**src/hdl/gle_pkg.sv**
```systemverilog
// Shared types and constants for the GIF LZW encoder.
`default_nettype none
package gle_pkg;

  // Input item kinds (carried on the slave tuser).
  localparam logic [1:0] CMD_START  = 2'd0;
  localparam logic [1:0] CMD_PIXEL  = 2'd1;
  localparam logic [1:0] CMD_FINISH = 2'd2;

  // Fixed LZW codes.
  localparam int LZW_CLEAR = 256;
  localparam int LZW_EOI   = 257;
  localparam int FIRST_FREE = 258;
  localparam int START_WIDTH = 9;
  localparam int START_LIMIT = 511;

  typedef enum logic [1:0] {
    EMIT_PREFIX,
    EMIT_CLEAR,
    EMIT_END
  } emit_sel_t;

  typedef struct packed {
    logic      latch;
    logic      init;
    logic      set_first;
    logic      hash;
    logic      probe;
    logic      hit;
    logic      he_set;
    logic      he_val;
    logic      emit;
    emit_sel_t emit_sel;
    logic      drain;
    logic      insert;
    logic      full_reset;
    logic      restart;
    logic      take_pix;
    logic      part;
    logic      flush;
    logic      flush_fin;
    logic      sweep;
  } gle_cmd_t;

  typedef struct packed {
    logic first;
    logic occ;
    logic match;
    logic exhausted;
    logic full;
    logic bits_ge8;
    logic bits_nz;
    logic byte_ok;
    logic sweep_last;
  } gle_sts_t;

endpackage
`default_nettype wire

```
**src/hdl/gle_ctrl.sv**
```systemverilog
// Sequencer for the GIF LZW encoder: item decode, probe loop, emission order.
`default_nettype none
module gle_ctrl
  import gle_pkg::*;
(
  input  wire logic       clk,
  input  wire logic       rst,
  input  wire logic       in_valid,
  output logic            in_ready,
  input  wire logic [1:0] in_cmd,
  output gle_cmd_t        cmd,
  input  wire gle_sts_t   sts
);

  typedef enum logic [3:0] {
    S_SWEEP, S_IDLE, S_START, S_HASH, S_RD, S_CMP, S_EMIT, S_DRAIN,
    S_P_UPD, S_C_RESTART, S_F, S_F_END, S_F_PART, S_DONE
  } state_t;

  state_t    state;
  state_t    ret;
  emit_sel_t emit_sel;
  logic      sweep_pend;
  logic      fin;

  assign in_ready = (state == S_IDLE);

  always_comb begin
    cmd          = '0;
    cmd.emit_sel = emit_sel;
    case (state)
      S_SWEEP:  cmd.sweep = 1'b1;
      S_IDLE:   cmd.latch = in_valid;
      S_START:  cmd.init  = 1'b1;
      S_HASH: begin
        cmd.set_first = sts.first;
        cmd.hash      = !sts.first;
      end
      S_CMP: begin
        if (sts.occ && sts.match) begin
          cmd.hit = 1'b1;
        end else if (!sts.occ) begin
          cmd.he_set = 1'b1;
          cmd.he_val = 1'b1;
        end else if (sts.exhausted) begin
          cmd.he_set = 1'b1;
        end else begin
          cmd.probe = 1'b1;
        end
      end
      S_EMIT:   cmd.emit  = 1'b1;
      S_DRAIN:  cmd.drain = sts.bits_ge8 && sts.byte_ok;
      S_P_UPD: begin
        cmd.insert     = !sts.full;
        cmd.take_pix   = !sts.full;
        cmd.full_reset = sts.full;
      end
      S_C_RESTART: cmd.restart = 1'b1;
      S_F_PART: cmd.part = !sts.bits_nz || sts.byte_ok;
      S_DONE: begin
        cmd.flush     = sts.byte_ok;
        cmd.flush_fin = fin;
      end
      default: ;
    endcase
  end

  always_ff @(posedge clk) begin
    if (rst) begin
      state      <= S_SWEEP;
      ret        <= S_DONE;
      emit_sel   <= EMIT_PREFIX;
      sweep_pend <= 1'b0;
      fin        <= 1'b0;
    end else begin
      case (state)
        S_SWEEP: begin
          if (sts.sweep_last) begin
            state      <= S_IDLE;
            sweep_pend <= 1'b0;
          end
        end
        S_IDLE: begin
          if (in_valid) begin
            fin <= (in_cmd == CMD_FINISH);
            case (in_cmd)
              CMD_START:  state <= S_START;
              CMD_PIXEL:  state <= S_HASH;
              CMD_FINISH: state <= S_F;
              default:    state <= S_DONE;
            endcase
          end
        end
        S_START: begin
          emit_sel   <= EMIT_CLEAR;
          ret        <= S_DONE;
          sweep_pend <= 1'b1;
          state      <= S_EMIT;
        end
        S_HASH:   state <= sts.first ? S_DONE : S_RD;
        S_RD:     state <= S_CMP;
        S_CMP: begin
          if (sts.occ && sts.match) begin
            state <= S_DONE;
          end else if (!sts.occ || sts.exhausted) begin
            emit_sel <= EMIT_PREFIX;
            ret      <= S_P_UPD;
            state    <= S_EMIT;
          end else begin
            state <= S_RD;
          end
        end
        S_EMIT:   state <= S_DRAIN;
        S_DRAIN: begin
          if (!sts.bits_ge8) begin
            state <= ret;
          end
        end
        S_P_UPD: begin
          if (sts.full) begin
            emit_sel <= EMIT_CLEAR;
            ret      <= S_C_RESTART;
            state    <= S_EMIT;
          end else begin
            state <= S_DONE;
          end
        end
        S_C_RESTART: begin
          sweep_pend <= 1'b1;
          state      <= S_DONE;
        end
        S_F: begin
          if (sts.first) begin
            state <= S_F_END;
          end else begin
            emit_sel <= EMIT_PREFIX;
            ret      <= S_F_END;
            state    <= S_EMIT;
          end
        end
        S_F_END: begin
          emit_sel <= EMIT_END;
          ret      <= S_F_PART;
          state    <= S_EMIT;
        end
        S_F_PART: begin
          if (!sts.bits_nz || sts.byte_ok) begin
            state <= S_DONE;
          end
        end
        S_DONE: begin
          if (sts.byte_ok) begin
            state <= sweep_pend ? S_SWEEP : S_IDLE;
          end
        end
        default: state <= S_IDLE;
      endcase
    end
  end

endmodule
`default_nettype wire

```
**config.mk**
```make
export PLATFORM = sky130hd
export DESIGN_NAME = gle_ctrl
export DESIGN_NICKNAME = d
export VERILOG_FILES = /design/src/hdl/gle_pkg.sv /design/src/hdl/gle_ctrl.sv
export SDC_FILE = /design/constraint.sdc
export NUM_CORES = 1
export LEC_CHECK = 0
export BUFFER_PORTS_ARGS = -buffer_cell sky130_fd_sc_hd__buf_2
export CORE_ASPECT_RATIO = 0.6
export CORE_MARGIN = 2
export CORE_UTILIZATION = 35
export DETAILED_ROUTE_END_ITERATION = 7
export GPL_ROUTABILITY_DRIVEN = 0
export PLACE_DENSITY = 0.6
export SYNTH_ARGS = -nofsm -noshare
export SYNTH_HDL_FRONTEND = slang
export SYNTH_SLANG_ARGS = --single-unit
```
**constraint.sdc**
```tcl
create_clock -name clk -period 1.45 [get_ports clk]
set_input_delay 0.29 -clock clk [delete_from_list [all_inputs] [get_ports clk]]
set_output_delay 0.29 -clock clk [all_outputs]
set_load 0.01 [all_outputs]
```
Word level (Yosys, flattened, before mapping) --
Cells that the tools add are included.
Cells by class: multipliers 0, reduce and logical (&&, ||, !) cells 18, shift operators 0, bitwise operators 0, magnitude comparators 0, add/sub/neg operators 0, mux-type cells 45, equality and inequality tests 24, divide/modulo/power cells 0
Operators by type and width (count):
- $mux W4 | 14
- $pmux W4 S13 | 1
- $eq A4 B4 Y1 const B | 6
- $pmux W4 S5 | 1
- $mux W2 | 9
- $ne A2 B2 Y1 const B | 9
- $mux W1 | 17
- $eq A4 B3 Y1 const B | 4
- $pmux W4 S3 | 1
- $pmux W2 S5 | 1
- $reduce_and A5 Y1 | 2
- $eq A4 B2 Y1 const B | 2
- $reduce_bool A5 Y1 | 1
- $eq A4 B1 Y1 const B | 1
- $logic_not A1 Y1 | 4
- $logic_not A4 Y1 | 1
- $reduce_and A2 Y1 | 2
- $reduce_or A2 Y1 | 2
- $eq A2 B1 Y1 const B | 1
- $eq A2 B2 Y1 const B | 1
- $logic_and A1 B1 Y1 | 2
- $logic_not A2 Y1 | 1
- $logic_or A1 B1 Y1 | 2
- $pmux W1 S2 | 1
- $reduce_bool A2 Y1 | 1
Storage, ports and cells: bits in latches 0, input port bits 14, output and inout bits 21, memories kept 0, word-level logic and storage cells 92, RAM bits 0, register bits 12, bits in read-only memories 0

Depth between registers and ports, before layout --
word-level depth 5, mapped depth 7, gate-level depth less buffers 5

Worst setup path before layout --
OpenSTA, ideal clock, no wires.
path kind register to register, start point register state[2], end point register fin, data arrival time 1507 ps, setup time 131 ps, period minus slack after synthesis 1638 ps, path slack -188 ps, data required time 1319 ps, buffers on the path 2, stages on the path, launching flop included 7, cell sequence dfxtp_1 -> buf_6 -> buf_2 -> nor4b_2 -> and2_1 -> mux2i_1 -> nor2_1
Between the ends: cells in the longest elaborated chain, start to end 2
Ends and longest elaborated chain:
- from (decl) | line gle_ctrl.sv:20 | state_t state;
- from (signal assigned) | line gle_ctrl.sv:100 | S_HASH: state <= sts.first ? S_DONE : S_RD;
- from (signal assigned) | line gle_ctrl.sv:116 | state <= ret;
- from (signal assigned) | line gle_ctrl.sv:153 | state <= sweep_pend ? S_SWEEP : S_IDLE;
- $eq A4 B1 Y1
- named net in_ready | line gle_ctrl.sv:9 | output logic in_ready,
- $reduce_and A2 Y1 (no line)
- to (signal assigned) | line gle_ctrl.sv:85 | fin <= (in_cmd == CMD_FINISH);
- to (decl) | line gle_ctrl.sv:24 | logic fin;
The timed path passes the listed nets, and every way through them passes these cells. A chain may end at the register's enable or synchronous reset.

Final worst setup path --
start point register state[0], end point register state[0]
Between the ends: cells in the longest elaborated chain, start to end 3, elaborated cells between the ends (all ways) 22, those cells by class 18 x eq/ne; 1 x mux; 3 x reduce/logical
Ends and longest elaborated chain:
- $eq A4 B4 Y1, or another cell as far along | line gle_ctrl.sv:76 | case (state)
- $reduce_or A2 Y1 (no line) / $ne A2 B2 Y1 (equally long branches)
- $pmux W4 S13 / $reduce_and A5 Y1 (equally long branches)
Parallel ways exist; a longest one is shown, timed or not.

==> metrics.md <==
| Metric | Value |
|---|---|
| Number of synthesized flops with an enable pin | 0 |
| Critical Path AT | roughly 1.9 ns |
| Top cells by area, synth | dfxtp_1 (21%), buf_6 (6.5%), nor2_1 (5.0%) |
| Avg WL per Cell | 18.35 um |
| Area delta synth->final | 100.2% |
| Power Total | between 1000 and 1500 uW |
| CP endpoint | state[0] |
| Initial antenna violation count | 0 |
| Max-Cap Viols | 0 |
| # diodes | 0 |
| PwrDens | a little under 700 nW/um2 |
| Clk_skew | 0.003016 ns |
| Vias in the first global route | approximately 1400 |
| Violated checks | negative setup slack |
| DRC viols | 0 |
| Hold_buf cts | 0 |
| First-pass GRT wire length | slightly above 7 mm |
| Worst hold path depth | 2 |
| R2R Setup Slk | -0.31 ns |
| Ys Warns | 0 |
| I/O Buffers | 34 |
| Slew HR | 0.7545 |
| Syn_nets | roughly 150 |
| Via count | approximately 1500 |
| Crit start category | flip-flop |
| CTS Sinks | 11 |
| Top cell type's share of synthesized area | 0.2108 |
| Final Cell Area | 2092 um2 |
| CP startpoint | state[0] |
| IO Pins | 35 |
| Cell Rows | 15 |
| Fill cell count | 210 |
| Leak | between 0.0009 and 0.001 uW |
| Final Core Density | 0.7333 |
| Status | complete, but fails checks |
| Clock transition at path regs | around 0.050 ns |
| Fin worst setup slack | -0.3110 ns |
| Yosys top cell by area | dfxtp_1 |
| Die area | between 3000 and 4000 um2 |
| Clock root buffer | clkbuf_8 |
| Nets@finish | between 200 and 250 |
| Most common library cells after synthesis | nor2_1 (14), nand2_1 (12), dfxtp_1 (11) |
| Tmin final | between 1.5 and 2 ns |
| Pre-CTS setup slack | -0.3160 ns |
| Endpoint type of the worst setup path | flip-flop |
| VDD IR-drop max | between 0.4 and 0.5 mV |
| Fin. Hold Viols | 0 |
| Post-DP HPWL | between 2 and 3 mm |
| DR iter-0 viols | 90 |
| CTS buffer count | 3 |
| RSZ-0062 raised after global routing | true |
| Die Width | around 75 um |
| Yosys cell types | 48 |
| TritonCTS clock tree | built |
| Placed cell area | ~1500 um2 |
| Worst R2R Path Depth | 7 |
| First-pass DRT Iterations | 5 |
| FMAX | between 500 and 600 MHz |
| Crit Path Max Fanout | 7 |
| Post-synthesis cell count | roughly 130 |
| Critical Path RT | around 1.6 ns |
| #FFs+latches synth | 11 |
| Die Ht | about 46 um |
| Worst r2r src | state[0] |
| Reg-to-Reg End | state[0] |
| Post-Synthesis Cell Area | approximately 1000 um2 |
| Initial core utilization | 0.3662 |
| HP Class | in -> reg |
| Async SR Flop Fraction | 0 |
| Final setup viols | 29 |
| Total track usage | 0.2856 |
| Total wire length | 4.880 mm |
| Count leader, synth | nor2_1 |
| Core footprint | 2853 um2 |
| Clock buffer depth | 2 |
| Total gr overflow | 0 |
| Layout cells sized above 1 | 0.7054 |
| Ys flop type | dfxtp_1 |
| Via-to-Cell Ratio | 5.654 |
| Max Slew Vio Count | 0 |
| Post-synthesis sequential area ratio | 0.2108 |
| Syn_area_per_cell | around 8 um2 |
| Worst slew pin tran | 0.3682 ns |
| Worst-skew pair later-pin latency | about 0.24 ns |
| CP Class | reg -> reg |
| Final antenna-violating net count | 0 |
| Final period util | 1.215 |
| Largest net degree at the start of global routing | 15 |
| H-tree depth | 1 |
==> metrics by stage <==
step	cells	hold slack (ns)	setup TNS [ns]
after floorplan	134	0.4375	-0.1266
after global placement	233	0.4542	-2.473
after detailed placement	233	0.4659	-3.595
after CTS	263	0.4304	-3.928
after global routing	266	0.4467	-6.324
final	266	0.4427	-4.921
==> per-layer routing <==
layer  wire, um  GRT usage
met4        154    0.08571
met1       2013     0.3669
met5          0          0
met3        442    0.06346
met2       2270     0.4850
==> placed cells by master (no fill, tap or decap), types with 3 or more instances in the layout <==
master    instances
a21o_1            3
nand2b_1          3
nand2_2           5
a211oi_2          3
nor3_4            3
dfxtp_1           7
dfxtp_4           3
nor2_1           10
buf_4            44
inv_1             3
nor2b_1           4
o21ai_0           5
a21oi_2           4
a21oi_1           3
and3_4            3
buf_6            25
clkbuf_8          3
nand2_1           8
or2_4             3
o21ai_2           3
buf_2            27
==> kinds of logic after synthesis <==
family                 Yosys count  synth area share
flip-flops                      11            0.2108
multiplexers                     3           0.03114
buffers and inverters           16            0.1114
AO/OA/AOI/OAI                   36            0.2587
XOR/XNOR                         1          0.008385
AND/OR/NAND/NOR                 67            0.3796
==> power by group <==
part	internal, uW	total, uW	leakage (uW)	switching [uW]
Sequential	319	344	0.0000918	25.4
Combinational	416	769	0.000804	352
Clock	194	322	0.0000228	127
Total	929	1430	0.000919	505
==> sequential cells by signal, indices dropped and copies added (netlist names) <==
signal and cells:
state 4, ret 3, emit_sel 2, fin 1, sweep_pend 1
==> how the worst min path moves through the flow <==
stage                      start          end
after global placement    ret[2]       ret[2]
after global routing         rst   sweep_pend
after detailed placement  ret[1]       ret[1]
after floorplan           ret[2]       ret[2]
after CTS                    rst          fin
final                        rst  emit_sel[1]
==> worst max-delay path: stages (launching register included) <==
cell      delay, ns
dfxtp_4        0.37
nor4bb_4       0.17
buf_4          0.13
and3_4         0.17
buf_6          0.11
or3_4          0.39
nor3_4         0.22
a211oi_2       0.08
==> final cells by class <==
| type | count | area [um2] | area share |
|---|---|---|---|
| inverter | 4 | 17.52 | 0.008373 |
| timing repair buffer | 98 | 782.0 | 0.3738 |
| sequential | 11 | 232.7 | 0.1112 |
| tap | 42 | 52.55 | 0.02512 |
| multi-input combinational | 107 | 962.2 | 0.4599 |
| clock buffer | 4 | 45.04 | 0.02153 |
==> repair_timing <==
item                       4_1_cts  5_1_grt
resized for setup               58       23
cloned                           1        0
pin swaps                       17       15
setup endpoints to repair       30       29
setup buffers                   26        6
Note: power is estimated with default switching activity, not from simulation.
